### src/hw/rtl/lfsp_pkg.sv
`timescale 1ns / 1ps
// ----------------------------------------------------------------------------
// lfsp_pkg
// Shared types and constants of the line follower steering PID.
// ----------------------------------------------------------------------------
package lfsp_pkg;

  localparam int LFSP_SAMPLE_BITS    = 10;
  localparam int LFSP_GAIN_FRAC_BITS = 8;

  localparam int GAIN_BITS    = 8;
  localparam int LIMIT_BITS   = 7;
  localparam int COUNT_BITS   = 16;
  localparam int INTEG_BITS   = 16;
  localparam int DRIVE_BITS   = 8;
  localparam int TARGET_BITS  = 8;
  localparam int CFG_IDX_BITS = 3;

  localparam int WHITE_RESET = 470;
  localparam int BLACK_RESET = 660;
  localparam logic [GAIN_BITS-1:0]  GAIN_PROP_RESET  = 8'd31;
  localparam logic [GAIN_BITS-1:0]  GAIN_DIFF_RESET  = 8'd20;
  localparam logic [GAIN_BITS-1:0]  GAIN_INTEG_RESET = 8'd38;
  localparam logic [LIMIT_BITS-1:0] STEER_LIMIT_RESET = 7'd100;
  localparam logic [LIMIT_BITS-1:0] STEER_SPEED_RESET = 7'd75;

  typedef enum logic [CFG_IDX_BITS-1:0] {
    REG_WHITE_LEVEL = 3'd0,
    REG_BLACK_LEVEL = 3'd1,
    REG_GAIN_PROP   = 3'd2,
    REG_GAIN_DIFF   = 3'd3,
    REG_GAIN_INTEG  = 3'd4,
    REG_STEER_LIMIT = 3'd5,
    REG_STEER_SPEED = 3'd6
  } cfg_reg_t;

  typedef struct packed {
    logic [GAIN_BITS-1:0]  gain_prop;
    logic [GAIN_BITS-1:0]  gain_diff;
    logic [GAIN_BITS-1:0]  gain_integ;
    logic [LIMIT_BITS-1:0] steer_limit;
    logic [LIMIT_BITS-1:0] steer_speed;
  } cfg_fix_t;

endpackage

### src/hw/rtl/lfsp_if.sv
`timescale 1ns / 1ps
// ----------------------------------------------------------------------------
// lfsp_in_if / lfsp_out_if
// Valid/ready channels carrying the sample words and the result words.
// ----------------------------------------------------------------------------
interface lfsp_in_if
  import lfsp_pkg::*;
#(
  parameter int SAMPLE_BITS = LFSP_SAMPLE_BITS
);
  logic                          valid;
  logic                          ready;
  logic [SAMPLE_BITS-1:0]        light_sample;
  logic signed [COUNT_BITS-1:0]  steer_count;

  modport source (output valid, light_sample, steer_count, input ready);
  modport sink   (input valid, light_sample, steer_count, output ready);
endinterface

interface lfsp_out_if
  import lfsp_pkg::*;
#(
  parameter int SAMPLE_BITS = LFSP_SAMPLE_BITS
);
  logic                          valid;
  logic                          ready;
  logic signed [DRIVE_BITS-1:0]  steer_drive;
  logic                          steer_right;
  logic signed [TARGET_BITS-1:0] steer_target;
  logic signed [SAMPLE_BITS:0]   light_error;

  modport source (output valid, steer_drive, steer_right, steer_target, light_error,
                  input ready);
  modport sink   (input valid, steer_drive, steer_right, steer_target, light_error,
                  output ready);
endinterface

### src/hw/rtl/lfsp_cfg_regs.sv
`timescale 1ns / 1ps
// ----------------------------------------------------------------------------
// lfsp_cfg_regs
// Configuration registers: light references, gains, limit and speed.
// ----------------------------------------------------------------------------
module lfsp_cfg_regs
  import lfsp_pkg::*;
#(
  parameter int SAMPLE_BITS = LFSP_SAMPLE_BITS,
  parameter int CFG_BITS    = (SAMPLE_BITS > GAIN_BITS) ? SAMPLE_BITS : GAIN_BITS
) (
  input  logic                    clk,
  input  logic                    rst_n,
  input  logic                    cfg_we,
  input  logic [CFG_IDX_BITS-1:0] cfg_index,
  input  logic [CFG_BITS-1:0]     cfg_data,
  output logic [SAMPLE_BITS-1:0]  white_level,
  output logic [SAMPLE_BITS-1:0]  black_level,
  output cfg_fix_t                fix
);

  logic [SAMPLE_BITS-1:0] white_r, white_nxt;
  logic [SAMPLE_BITS-1:0] black_r, black_nxt;
  cfg_fix_t               fix_r, fix_nxt;

  always_comb begin
    white_nxt = white_r;
    black_nxt = black_r;
    fix_nxt   = fix_r;
    if (cfg_we) begin
      unique case (cfg_reg_t'(cfg_index))
        REG_WHITE_LEVEL: white_nxt = cfg_data[SAMPLE_BITS-1:0];
        REG_BLACK_LEVEL: black_nxt = cfg_data[SAMPLE_BITS-1:0];
        REG_GAIN_PROP:   fix_nxt.gain_prop   = cfg_data[GAIN_BITS-1:0];
        REG_GAIN_DIFF:   fix_nxt.gain_diff   = cfg_data[GAIN_BITS-1:0];
        REG_GAIN_INTEG:  fix_nxt.gain_integ  = cfg_data[GAIN_BITS-1:0];
        REG_STEER_LIMIT: fix_nxt.steer_limit = cfg_data[LIMIT_BITS-1:0];
        REG_STEER_SPEED: fix_nxt.steer_speed = cfg_data[LIMIT_BITS-1:0];
        default: begin
        end
      endcase
    end
  end

  always_ff @(posedge clk) begin
    if (!rst_n) begin
      white_r           <= SAMPLE_BITS'(WHITE_RESET);
      black_r           <= SAMPLE_BITS'(BLACK_RESET);
      fix_r.gain_prop   <= GAIN_PROP_RESET;
      fix_r.gain_diff   <= GAIN_DIFF_RESET;
      fix_r.gain_integ  <= GAIN_INTEG_RESET;
      fix_r.steer_limit <= STEER_LIMIT_RESET;
      fix_r.steer_speed <= STEER_SPEED_RESET;
    end else begin
      white_r <= white_nxt;
      black_r <= black_nxt;
      fix_r   <= fix_nxt;
    end
  end

  assign white_level = white_r;
  assign black_level = black_r;
  assign fix         = fix_r;

endmodule

### src/hw/rtl/lfsp_pid_core.sv
`timescale 1ns / 1ps
// ----------------------------------------------------------------------------
// lfsp_pid_core
// One control step: steering drive, sample clamp, error, conditional
// integral, fixed-point PID sum and target clamp, with the loop state.
// ----------------------------------------------------------------------------
module lfsp_pid_core
  import lfsp_pkg::*;
#(
  parameter int SAMPLE_BITS    = LFSP_SAMPLE_BITS,
  parameter int GAIN_FRAC_BITS = LFSP_GAIN_FRAC_BITS
) (
  input  logic                          clk,
  input  logic                          rst_n,
  input  logic                          step_en,
  input  logic [SAMPLE_BITS-1:0]        light_sample,
  input  logic signed [COUNT_BITS-1:0]  steer_count,
  input  logic [SAMPLE_BITS-1:0]        white_level,
  input  logic [SAMPLE_BITS-1:0]        black_level,
  input  cfg_fix_t                      fix,
  output logic signed [DRIVE_BITS-1:0]  steer_drive,
  output logic                          steer_right,
  output logic signed [TARGET_BITS-1:0] steer_target,
  output logic signed [SAMPLE_BITS:0]   light_error
);

  localparam int ERR_W  = SAMPLE_BITS + 1;
  localparam int DIFF_W = SAMPLE_BITS + 2;
  localparam int T_W    = ((ERR_W > INTEG_BITS) ? ERR_W : INTEG_BITS) + 1;
  localparam int SUM_W  = ((DIFF_W > INTEG_BITS) ? DIFF_W : INTEG_BITS) + GAIN_BITS + 3;
  localparam int Q_W    = SUM_W - GAIN_FRAC_BITS;
  localparam logic signed [T_W-1:0]   SAT_HI     = T_W'(32767);
  localparam logic signed [T_W-1:0]   SAT_LO     = T_W'(-32768);
  localparam logic [SUM_W-1:0]        ROUND_BIAS = SUM_W'((1 << GAIN_FRAC_BITS) - 1);

  logic signed [ERR_W-1:0]       prev_error_r, prev_error_nxt;
  logic signed [INTEG_BITS-1:0]  integ_sum_r, integ_sum_nxt;
  logic signed [TARGET_BITS-1:0] target_pos_r, target_pos_nxt;
  logic                          turn_dir_r, turn_dir_nxt;

  logic signed [COUNT_BITS-1:0]  tgt_ext;
  logic                          brake;
  logic [DRIVE_BITS-1:0]         speed_ext;
  logic [SAMPLE_BITS-1:0]        sample_c;
  logic [SAMPLE_BITS:0]          ref_sum;
  logic [SAMPLE_BITS-1:0]        mid;
  logic signed [ERR_W-1:0]       err;
  logic                          at_limit;
  logic signed [T_W-1:0]         integ_t;
  logic signed [DIFF_W-1:0]      diff;
  logic signed [GAIN_BITS:0]     gp_s, gd_s, gi_s;
  logic signed [SUM_W-1:0]       prod_p, prod_d, prod_i, sum;
  logic [SUM_W-1:0]              bias;
  logic signed [SUM_W-1:0]       sum_b;
  logic signed [Q_W-1:0]         q, lim_q, tq;

  always_comb begin
    tgt_ext   = COUNT_BITS'(target_pos_r);
    brake     = turn_dir_r ? (steer_count <= tgt_ext) : (steer_count >= tgt_ext);
    speed_ext = {1'b0, fix.steer_speed};
    if (brake) begin
      steer_drive = '0;
    end else if (turn_dir_r) begin
      steer_drive = -$signed(speed_ext);
    end else begin
      steer_drive = $signed(speed_ext);
    end
  end

  always_comb begin
    priority if (light_sample > black_level) begin
      sample_c = black_level;
    end else if (light_sample < white_level) begin
      sample_c = white_level;
    end else begin
      sample_c = light_sample;
    end
    ref_sum  = {1'b0, white_level} + {1'b0, black_level};
    mid      = ref_sum[SAMPLE_BITS:1];
    err      = $signed({1'b0, sample_c}) - $signed({1'b0, mid});
    at_limit = (sample_c == black_level) || (sample_c == white_level);

    integ_t = T_W'(err) + T_W'(integ_sum_r);
    priority if (!at_limit) begin
      integ_sum_nxt = '0;
    end else if (integ_t > SAT_HI) begin
      integ_sum_nxt = SAT_HI[INTEG_BITS-1:0];
    end else if (integ_t < SAT_LO) begin
      integ_sum_nxt = SAT_LO[INTEG_BITS-1:0];
    end else begin
      integ_sum_nxt = integ_t[INTEG_BITS-1:0];
    end

    diff = DIFF_W'(err) - DIFF_W'(prev_error_r);
    gp_s = $signed({1'b0, fix.gain_prop});
    gd_s = $signed({1'b0, fix.gain_diff});
    gi_s = $signed({1'b0, fix.gain_integ});
    prod_p = SUM_W'(gp_s) * SUM_W'(err);
    prod_d = SUM_W'(gd_s) * SUM_W'(diff);
    prod_i = SUM_W'(gi_s) * SUM_W'(integ_sum_nxt);
    sum    = prod_p + prod_d + prod_i;

    // Adding 2^F-1 to a negative sum makes the arithmetic shift round toward zero.
    bias  = sum[SUM_W-1] ? ROUND_BIAS : '0;
    sum_b = sum + $signed(bias);
    q     = $signed(sum_b[SUM_W-1:GAIN_FRAC_BITS]);
    lim_q = $signed(Q_W'({1'b0, fix.steer_limit}));
    priority if (q > lim_q) begin
      tq = lim_q;
    end else if (q < -lim_q) begin
      tq = -lim_q;
    end else begin
      tq = q;
    end

    target_pos_nxt = tq[TARGET_BITS-1:0];
    turn_dir_nxt   = err[ERR_W-1] || (err == '0);
    prev_error_nxt = err;
  end

  always_ff @(posedge clk) begin
    if (!rst_n) begin
      prev_error_r <= '0;
      integ_sum_r  <= '0;
      target_pos_r <= '0;
      turn_dir_r   <= 1'b0;
    end else if (step_en) begin
      prev_error_r <= prev_error_nxt;
      integ_sum_r  <= integ_sum_nxt;
      target_pos_r <= target_pos_nxt;
      turn_dir_r   <= turn_dir_nxt;
    end
  end

  assign steer_right  = turn_dir_nxt;
  assign steer_target = target_pos_nxt;
  assign light_error  = err;

  a_target_in_limit: assert property (@(posedge clk) disable iff (!rst_n)
    step_en |=> (TARGET_BITS'(target_pos_r) <= $signed({1'b0, $past(fix.steer_limit)}))
             && (target_pos_r >= -$signed({1'b0, $past(fix.steer_limit)})))
    else $error("steering target outside the limit");

  a_integ_clears: assert property (@(posedge clk) disable iff (!rst_n)
    (step_en && !at_limit) |=> (integ_sum_r == '0))
    else $error("integral kept while the sample is inside the references");

endmodule

### src/hw/rtl/line_follow_steering_pid.sv
`timescale 1ns / 1ps
// ----------------------------------------------------------------------------
// line_follow_steering_pid
// Line follower steering controller with a conditional-integral PID loop.
// ----------------------------------------------------------------------------
//  Channel   Direction  Word
//  in_word   sink       light_sample, steer_count
//  out_word  source     steer_drive, steer_right, steer_target, light_error
//  cfg_*     write      cfg_index selects one of seven registers
//
// A word is registered on input and its result is registered on output;
// one word is accepted every cycle unless the output stalls. The loop state
// is updated as a word moves from the input register to the output register.
// A stalled output fills the input register and then holds in_word.ready low.
// Reset is synchronous; it loads the register defaults and clears the state.
// ----------------------------------------------------------------------------
module line_follow_steering_pid
  import lfsp_pkg::*;
#(
  parameter int SAMPLE_BITS    = LFSP_SAMPLE_BITS,
  parameter int GAIN_FRAC_BITS = LFSP_GAIN_FRAC_BITS
) (
  input  logic                    clk,
  input  logic                    rst_n,
  lfsp_in_if.sink                 in_word,
  lfsp_out_if.source              out_word,
  input  logic                    cfg_we,
  input  logic [CFG_IDX_BITS-1:0] cfg_index,
  input  logic [((SAMPLE_BITS > GAIN_BITS) ? SAMPLE_BITS : GAIN_BITS)-1:0] cfg_data
);

  localparam int CFG_BITS = (SAMPLE_BITS > GAIN_BITS) ? SAMPLE_BITS : GAIN_BITS;

  logic [SAMPLE_BITS-1:0]        white_level, black_level;
  cfg_fix_t                      fix;

  logic                          s1_v_r;
  logic [SAMPLE_BITS-1:0]        s1_sample_r;
  logic signed [COUNT_BITS-1:0]  s1_count_r;
  logic                          advance;
  logic                          in_take;

  logic signed [DRIVE_BITS-1:0]  drive_c;
  logic                          turn_c;
  logic signed [TARGET_BITS-1:0] target_c;
  logic signed [SAMPLE_BITS:0]   err_c;

  logic                          out_v_r;
  logic signed [DRIVE_BITS-1:0]  out_drive_r;
  logic                          out_turn_r;
  logic signed [TARGET_BITS-1:0] out_target_r;
  logic signed [SAMPLE_BITS:0]   out_err_r;

  lfsp_cfg_regs #(
    .SAMPLE_BITS (SAMPLE_BITS),
    .CFG_BITS    (CFG_BITS)
  ) u_cfg (
    .clk         (clk),
    .rst_n       (rst_n),
    .cfg_we      (cfg_we),
    .cfg_index   (cfg_index),
    .cfg_data    (cfg_data),
    .white_level (white_level),
    .black_level (black_level),
    .fix         (fix)
  );

  assign advance        = s1_v_r && (!out_v_r || out_word.ready);
  assign in_word.ready  = !s1_v_r || advance;
  assign in_take        = in_word.valid && in_word.ready;

  always_ff @(posedge clk) begin
    if (!rst_n) begin
      s1_v_r <= 1'b0;
    end else if (in_word.ready) begin
      s1_v_r <= in_word.valid;
    end
  end

  always_ff @(posedge clk) begin
    if (in_take) begin
      s1_sample_r <= in_word.light_sample;
      s1_count_r  <= in_word.steer_count;
    end
  end

  lfsp_pid_core #(
    .SAMPLE_BITS    (SAMPLE_BITS),
    .GAIN_FRAC_BITS (GAIN_FRAC_BITS)
  ) u_core (
    .clk          (clk),
    .rst_n        (rst_n),
    .step_en      (advance),
    .light_sample (s1_sample_r),
    .steer_count  (s1_count_r),
    .white_level  (white_level),
    .black_level  (black_level),
    .fix          (fix),
    .steer_drive  (drive_c),
    .steer_right  (turn_c),
    .steer_target (target_c),
    .light_error  (err_c)
  );

  always_ff @(posedge clk) begin
    if (!rst_n) begin
      out_v_r <= 1'b0;
    end else if (advance) begin
      out_v_r <= 1'b1;
    end else if (out_word.ready) begin
      out_v_r <= 1'b0;
    end
  end

  always_ff @(posedge clk) begin
    if (advance) begin
      out_drive_r  <= drive_c;
      out_turn_r   <= turn_c;
      out_target_r <= target_c;
      out_err_r    <= err_c;
    end
  end

  assign out_word.valid        = out_v_r;
  assign out_word.steer_drive  = out_drive_r;
  assign out_word.steer_right  = out_turn_r;
  assign out_word.steer_target = out_target_r;
  assign out_word.light_error  = out_err_r;

  a_advance_fills_out: assert property (@(posedge clk) disable iff (!rst_n)
    advance |=> out_v_r)
    else $error("result register empty after a step");

  a_stall_only_when_full: assert property (@(posedge clk) disable iff (!rst_n)
    !in_word.ready |-> (s1_v_r && out_v_r && !out_word.ready))
    else $error("input stalled while the pipeline has room");

  a_held_word_kept: assert property (@(posedge clk) disable iff (!rst_n)
    (s1_v_r && !advance) |=> (s1_v_r && $stable(s1_sample_r) && $stable(s1_count_r)))
    else $error("waiting input word lost or changed");

endmodule
### src/flat_wrapper.sv
// flat-port wrapper written by rule: the top's interface ports become plain ports
module line_follow_steering_pid_flat import lfsp_pkg::*;
#(
  parameter int SAMPLE_BITS    = LFSP_SAMPLE_BITS,
  parameter int GAIN_FRAC_BITS = LFSP_GAIN_FRAC_BITS
)
  (clk, rst_n, cfg_we, cfg_index, cfg_data, in_word_valid, in_word_light_sample, in_word_steer_count, in_word_ready, out_word_valid, out_word_steer_drive, out_word_steer_right, out_word_steer_target, out_word_light_error, out_word_ready);
  lfsp_in_if #(.SAMPLE_BITS(SAMPLE_BITS)) in_word_i ();
  lfsp_out_if #(.SAMPLE_BITS(SAMPLE_BITS)) out_word_i ();
  input  logic clk;
  input  logic rst_n;
  input  logic cfg_we;
  input  logic [CFG_IDX_BITS-1:0] cfg_index;
  input  logic [((SAMPLE_BITS > GAIN_BITS) ? SAMPLE_BITS : GAIN_BITS)-1:0] cfg_data;
  input wire logic [$bits(in_word_i.valid)-1:0] in_word_valid;
  input wire logic [$bits(in_word_i.light_sample)-1:0] in_word_light_sample;
  input wire logic [$bits(in_word_i.steer_count)-1:0] in_word_steer_count;
  output wire logic [$bits(in_word_i.ready)-1:0] in_word_ready;
  output wire logic [$bits(out_word_i.valid)-1:0] out_word_valid;
  output wire logic [$bits(out_word_i.steer_drive)-1:0] out_word_steer_drive;
  output wire logic [$bits(out_word_i.steer_right)-1:0] out_word_steer_right;
  output wire logic [$bits(out_word_i.steer_target)-1:0] out_word_steer_target;
  output wire logic [$bits(out_word_i.light_error)-1:0] out_word_light_error;
  input wire logic [$bits(out_word_i.ready)-1:0] out_word_ready;
  assign in_word_i.valid = in_word_valid;
  assign in_word_i.light_sample = in_word_light_sample;
  assign in_word_i.steer_count = in_word_steer_count;
  assign in_word_ready = in_word_i.ready;
  assign out_word_valid = out_word_i.valid;
  assign out_word_steer_drive = out_word_i.steer_drive;
  assign out_word_steer_right = out_word_i.steer_right;
  assign out_word_steer_target = out_word_i.steer_target;
  assign out_word_light_error = out_word_i.light_error;
  assign out_word_i.ready = out_word_ready;
  line_follow_steering_pid #(.SAMPLE_BITS(SAMPLE_BITS), .GAIN_FRAC_BITS(GAIN_FRAC_BITS)) u_core (.clk(clk), .rst_n(rst_n), .in_word(in_word_i), .out_word(out_word_i), .cfg_we(cfg_we), .cfg_index(cfg_index), .cfg_data(cfg_data));
endmodule
### config.mk
export PLATFORM = sky130hd
export DESIGN_NAME = line_follow_steering_pid_flat
export DESIGN_NICKNAME = d
export VERILOG_FILES = /design/src/hw/rtl/lfsp_pkg.sv /design/src/hw/rtl/lfsp_if.sv /design/src/hw/rtl/lfsp_cfg_regs.sv /design/src/hw/rtl/lfsp_pid_core.sv /design/src/hw/rtl/line_follow_steering_pid.sv /design/src/flat_wrapper.sv
export SDC_FILE = /design/constraint.sdc
export NUM_CORES = 1
export LEC_CHECK = 0
export ABC_AREA = 1
export BUFFER_PORTS_ARGS = -buffer_cell sky130_fd_sc_hd__buf_4
export CAP_MARGIN = 20
export CORE_MARGIN = 5
export CORE_UTILIZATION = 55
export CTS_CLUSTER_SIZE = 24
export DETAILED_ROUTE_END_ITERATION = 10
export HOLD_SLACK_MARGIN = 0.06
export PLACE_DENSITY = 0.77
export SLEW_MARGIN = 20
export SYNTH_ARGS = -nofsm -noshare
export SYNTH_HDL_FRONTEND = slang
export SYNTH_SLANG_ARGS = --single-unit
### constraint.sdc
create_clock -name clk -period 33.5 [get_ports clk]
set_input_delay 6.7 -clock clk [delete_from_list [all_inputs] [get_ports clk]]
set_output_delay 6.7 -clock clk [all_outputs]
set_load 0.01 [all_outputs]
==> results.ini, run 1 <==
[yosys]
netlist_area_um2 = 23700
async_flop_share_pct = 0
synth-seq-area-share_pct = 14.9
syn_inst = 3105
syn_nets = 3725
ys_types = 53
ys_seq_elements = 150
yosys.area.top_type = fa_1
synth_top_area_share_pct = 29.8
synthTopCellsByArea = fa_1 (30%), inv_1 (13%), ha_1 (12%)
synth-edff-count = 54
synthFlopType = dfxtp_1
yosysWarnings = 0
synth.avg_cell_area_um2 = 7.65

[global_route]
grt_pass1_vias = 20600
grt_max_degree = 79
grt_pass1_wl_um = 109000
overflow = 0
grt_usage_pct = 29.0
antenna_found_initial = 1

[detailed_routing]
route.detailed.drc = 0
wire_per_inst_um = 17.8
vias_per_cell = 5.36
drt_first_pass_iters = 6
drt_wl_total_um = 66700
vias = 20100
first_iter_violations = 1780
final_antenna_net_count = 0

[timing]
setup_viol = 0
finalClockSkew_ns = 0.0155
max_freq_mhz = 59.4
period_share_pct = 50.3
tightest_slew_ns = 1.05
slew_viol_final = 0
finalHoldViolations = 0
tns_ns = 0
rsz0062_at_grt = false
relSlewSlack_pct = 29.5
period_minus_slack_ns = 16.84

[finish]
drive_above_1_share_pct = 5.00
n_fill_cell = 3862
stdcell_count = 3742
antenna_cells = 0
area_growth_pct = 7.05
nets = 3764

[floorplanning]
std_cell_rows = 76
die_w_um = 218
core_area_um2 = 42900
dieArea_um2 = 47400
dieHeight_um = 218
io_pins = 74
start_util_pct = 55.4

[place]
portBuffers = 73
place_hpwl_um = 56100
post-place-cells = 3710
gp_congestion = 0.989

[clock_tree]
cts_max_path_buffers = 2
cts_setup_buffers = 0
clkLatencyLatePin_ns = 0.46
cts_tree = built
htreeDepth = 4
cts_sinks = 150
clk_pin_slew_ns = 0.07
root_buffer = clkbuf_16
cts_resized = 0
cts_buffers = 17
cts_hold_buf = 0

[worst_setup_path]
end_kind = flop
slowest_stage = ha_1
max_stage_delay_ns = 0.61
critPathRequiredTime_ns = 33.86
cp_max_fo = 16
path_class = reg2reg
critPathTopFamily = adder cells
critPathMostFrequentCell = nand2_1
start_kind = flop
arrival_ns = 17.20
critPathBufInv = 15

[min_path]
hold_class = reg2reg

[run_status]
outcome = completed

[job]
cap_viol_max_count = 0

==> cell type report <==
cell class              instances  area [µm²]  area share [%]
multi-input cells            2049       16800            66.0
flip-flops and latches        150        3540            13.9
inverters                     846        3180            12.5
well taps                     585         732            2.88
repair buffers                 80         601            2.36
clock buffers                  19         443            1.74
clock inverters                13         134           0.527
==> logic make-up (layout without fill, tap and decap cells) <==
group / Yosys count / in the layout / share of synthesized area, %
xor gates and xnor gates: 50 / 50 / 1.84
DFF: 150 / 150 / 14.9
and+or+nand+nor: 1064 / 1064 / 18.9
AOI/OAI and AO/OA: 359 / 359 / 8.41
buffers and inverters: 906 / 958 / 14.4
adders and majority gates: 576 / 576 / 41.5
==> cell usage after synthesis, types with 4 or more instances <==
cell type and number:
a211oi_1 7, a21oi_1 157, buf_2 6, clkbuf_1 50
clkinv_1 12, dfxtp_1 96, edfxtp_1 54, fa_1 353
ha_1 223, inv_1 831, nand2_1 531, nand2_2 7
nand2_4 5, nand3_1 153, nand3b_1 5, nand4_1 19
nor2_1 274, nor2_2 7, nor3_1 31, nor4_1 6
o211ai_1 33, o21ai_0 126, o21bai_1 8, o31ai_1 4
or2_2 14, xor2_1 47
==> per-stage QoR <==
stage	area, µm²	util (%)	worst slack (ns)	hold slack [ns]
after floorplan	23700	-	19.58	0.439
after CTS	25400	59.2	17.00	0.516
after global routing	25400	59.3	15.43	0.564
after global placement	24800	57.9	17.42	0.489
final	25400	59.3	16.67	0.516
after detailed placement	24800	57.9	17.05	0.489
==> layout by cell type, fill, tap and decap left out, types with 17 or more instances in the layout <==
cell type / instances
ha_1: 223
nand3_1: 153
buf_4: 80
clkbuf_16: 17
o211ai_1: 33
nand4_1: 19
a21oi_1: 157
o21ai_0: 126
xor2_1: 47
inv_1: 829
dfxtp_1: 96
edfxtp_1: 54
nand2_1: 530
nor3_1: 31
nor2_1: 273
fa_1: 353
==> flip-flops by register name, summed over array words and instances (netlist names) <==
signal	count
u_core.out_word.light_error	11
u_core.out_word.steer_drive	8
u_core.out_word.steer_right	1
u_core.out_word.steer_target	8
u_core.out_word.valid	1
u_core.s1_count_r	16
u_core.s1_sample_r	10
u_core.s1_v_r	1
u_core.u_cfg.black_level	10
u_core.u_cfg.fix	38
u_core.u_cfg.white_level	10
u_core.u_core.integ_sum_r	16
u_core.u_core.prev_error_r	11
u_core.u_core.target_pos_r	8
u_core.u_core.turn_dir_r	1
==> final timing paths <==
path | from | endpoint | slack, ns | depth (start not counted)
max | u_core.u_cfg.white_level[7] | u_core.u_core.target_pos_r[0] | 16.67 | 80
max reg2reg | u_core.u_cfg.white_level[7] | u_core.u_core.target_pos_r[0] | 16.67 | 80
min reg2reg | u_core.out_word.valid | u_core.out_word.valid | 0.52 | 2
min | u_core.out_word.valid | u_core.out_word.valid | 0.52 | 2
==> layer usage <==
layer  wire (µm)  part of all wire [%]  global-route usage [%]  up-vias
met3        5840                   8.8                    5.76      129
met5           0                     0                       0        -
met4        2030                   3.0                    8.37        0
met1       28200                    42                    40.1     9641
met2       30600                    46                    46.9      785
li1            -                     -                       -     9501
==> tightest hold or removal path, cell delays in order (launching register included) <==
cell and delay (ns):
dfxtp_1 0.32, nand2_1 0.09, a21oi_1 0.06
Power of run 1 is left out: the tool's default activity adds up to more than one toggle a clock period on the data nets, which glitch-free logic cannot reach.
==> run 2: changes to the inputs <==
clock period = 15.9 ns   (was 33.5 ns; I/O delays follow)
==> run 2 against run 1 <==
Cell count rose by 0.64%; die area stayed put; worst setup slack got worse by 16 ns; largest cell class unchanged; fmax up 12%; register-to-register slack got worse by 16 ns; critical endpoint is now u_core.out_word.steer_target[3].
==> results.ini, run 2 (synthesis results as in run 1) <==
[floorplanning]
start_util_pct = 55.4
std_cell_rows = 76
core_area_um2 = 42900
die_w_um = 218
io_pins = 74
dieHeight_um = 218
dieArea_um2 = 47400

[worst_setup_path]
critPathMostFrequentCell = nand2_1
slowest_stage = fa_1
start_kind = flop
critPathRequiredTime_ns = 16.11
rrSetupSlack_ns = 0.91
reg2reg_to = u_core.out_word.steer_target[3]
cp_max_fo = 16
r2r_start = u_core.s1_sample_r[9]
ff2ff_path_depth = 78
path_class = reg2reg
max_stage_delay_ns = 0.62
arrival_ns = 15.21
end_kind = flop

[timing]
relSlewSlack_pct = 27.5
setup_viol = 0
setup_slack_ns = 0.907
finalClockSkew_ns = 0.0171
slew_viol_final = 0
period_share_pct = 94.3
finalHoldViolations = 0
period_minus_slack_ns = 14.99
tightest_slew_ns = 1.09
max_freq_mhz = 66.7

[detailed_routing]
wire_per_inst_um = 17.4
drt_first_pass_iters = 7
vias_per_cell = 5.42
vias = 20400
final_antenna_net_count = 0
first_iter_violations = 2020
route.detailed.drc = 0
drt_wl_total_um = 65600

[global_route]
grt_usage_pct = 28.1
grt_max_degree = 79
antenna_found_initial = 1
grt_pass1_vias = 20500
grt_pass1_wl_um = 106000
overflow = 0

[job]
cap_viol_max_count = 0

[finish]
final_cell_mix = inv_1 (828), nand2_1 (523), fa_1 (352)
nets = 3788
largest_reg_flops = 38
area_growth_pct = 8.16
stdcell_count = 3766
design_area_um2 = 25700
antenna_cells = 0
drive_above_1_share_pct = 6.29
final_common_cell = inv_1

[place]
post-place-cells = 3734
gp_congestion = 1.02
portBuffers = 73
placed_cell_area_um2 = 25000
place_hpwl_um = 55200
pre_cts_slack_ns = 0.341

[min_path]
whs_endpoint = u_core.u_cfg.fix[6]
hold_class = reg2reg
hold_path_startpoint = u_core.u_cfg.fix[6]
hold-path-cell-count = 2

[run_status]
outcome = completed

[clock_tree]
root_buffer = clkbuf_16
cts_setup_buffers = 0
cts_tree = built
cts_sinks = 150
cts_buffers = 17
clkLatencyLatePin_ns = 0.45
clk_pin_slew_ns = 0.07
cts_max_path_buffers = 2
htreeDepth = 4

[run 2: worst max-delay path by stage]
stage                                     start  slack [ns]  cells after the start                              end
finish                    u_core.s1_sample_r[9]        0.91                     78  u_core.out_word.steer_target[3]
global placement    u_core.u_cfg.black_level[1]        0.88                     80  u_core.out_word.steer_target[5]
floorplan           u_core.u_cfg.black_level[1]        1.98                     86  u_core.out_word.steer_target[2]
global route        u_core.u_cfg.black_level[1]       -0.04                     82    u_core.u_core.target_pos_r[0]
CTS                 u_core.u_cfg.black_level[1]        0.31                     81  u_core.out_word.steer_target[3]
detailed placement  u_core.u_cfg.black_level[1]        0.34                     81  u_core.out_word.steer_target[3]
[run 2: area by class of cell]
cell class / count / area [µm²]
Multi-Input combinational cell: 2049 / 16900
Clock buffer: 19 / 433
Fill cell: 3744 / 17200
Timing Repair Buffer: 104 / 781
Sequential cell: 150 / 3540
Inverter: 846 / 3180
Clock inverter: 13 / 146
Tap cell: 585 / 732
[run 2: repair_timing]
item                                    4_1_cts  5_1_grt
endpoints found under the setup margin        0       16
resized for setup                             0       32
hold buffers                                  0        0
[run 2: layer usage]
metal | part of all wire, % | up-vias | wire length [µm] | GRT usage, %
li1 | - | 9541 | - | -
met3 | 9.3 | 166 | 6090 | 5.68
met2 | 46 | 849 | 30000 | 44.7
met4 | 4.4 | 2 | 2880 | 11.6
met1 | 41 | 9845 | 26700 | 37.9
met5 | 0.020 | - | 13 | 0
[run 2: through the flow]
stage          TNS, ns  utilization [%]  hold slack [ns]
2_1_floorplan        0                -            0.439
6_report             0             59.9            0.514
3_5_place_dp         0             58.3            0.499
5_1_grt        -0.0439             59.9            0.547
3_3_place_gp         0             58.3            0.490
4_1_cts              0             59.7            0.509
[run 2: critical path, delay by kind of cell (launching register included)]
family / cells / cell delay [ns]
and+or+nand+nor: 33 / 4.33
buffers and inverters: 16 / 1.72
adders and majority gates: 14 / 5.95
DFF: 1 / 0.43
AOI/OAI and AO/OA: 15 / 2.29
Power of run 2 is left out for the same reason.
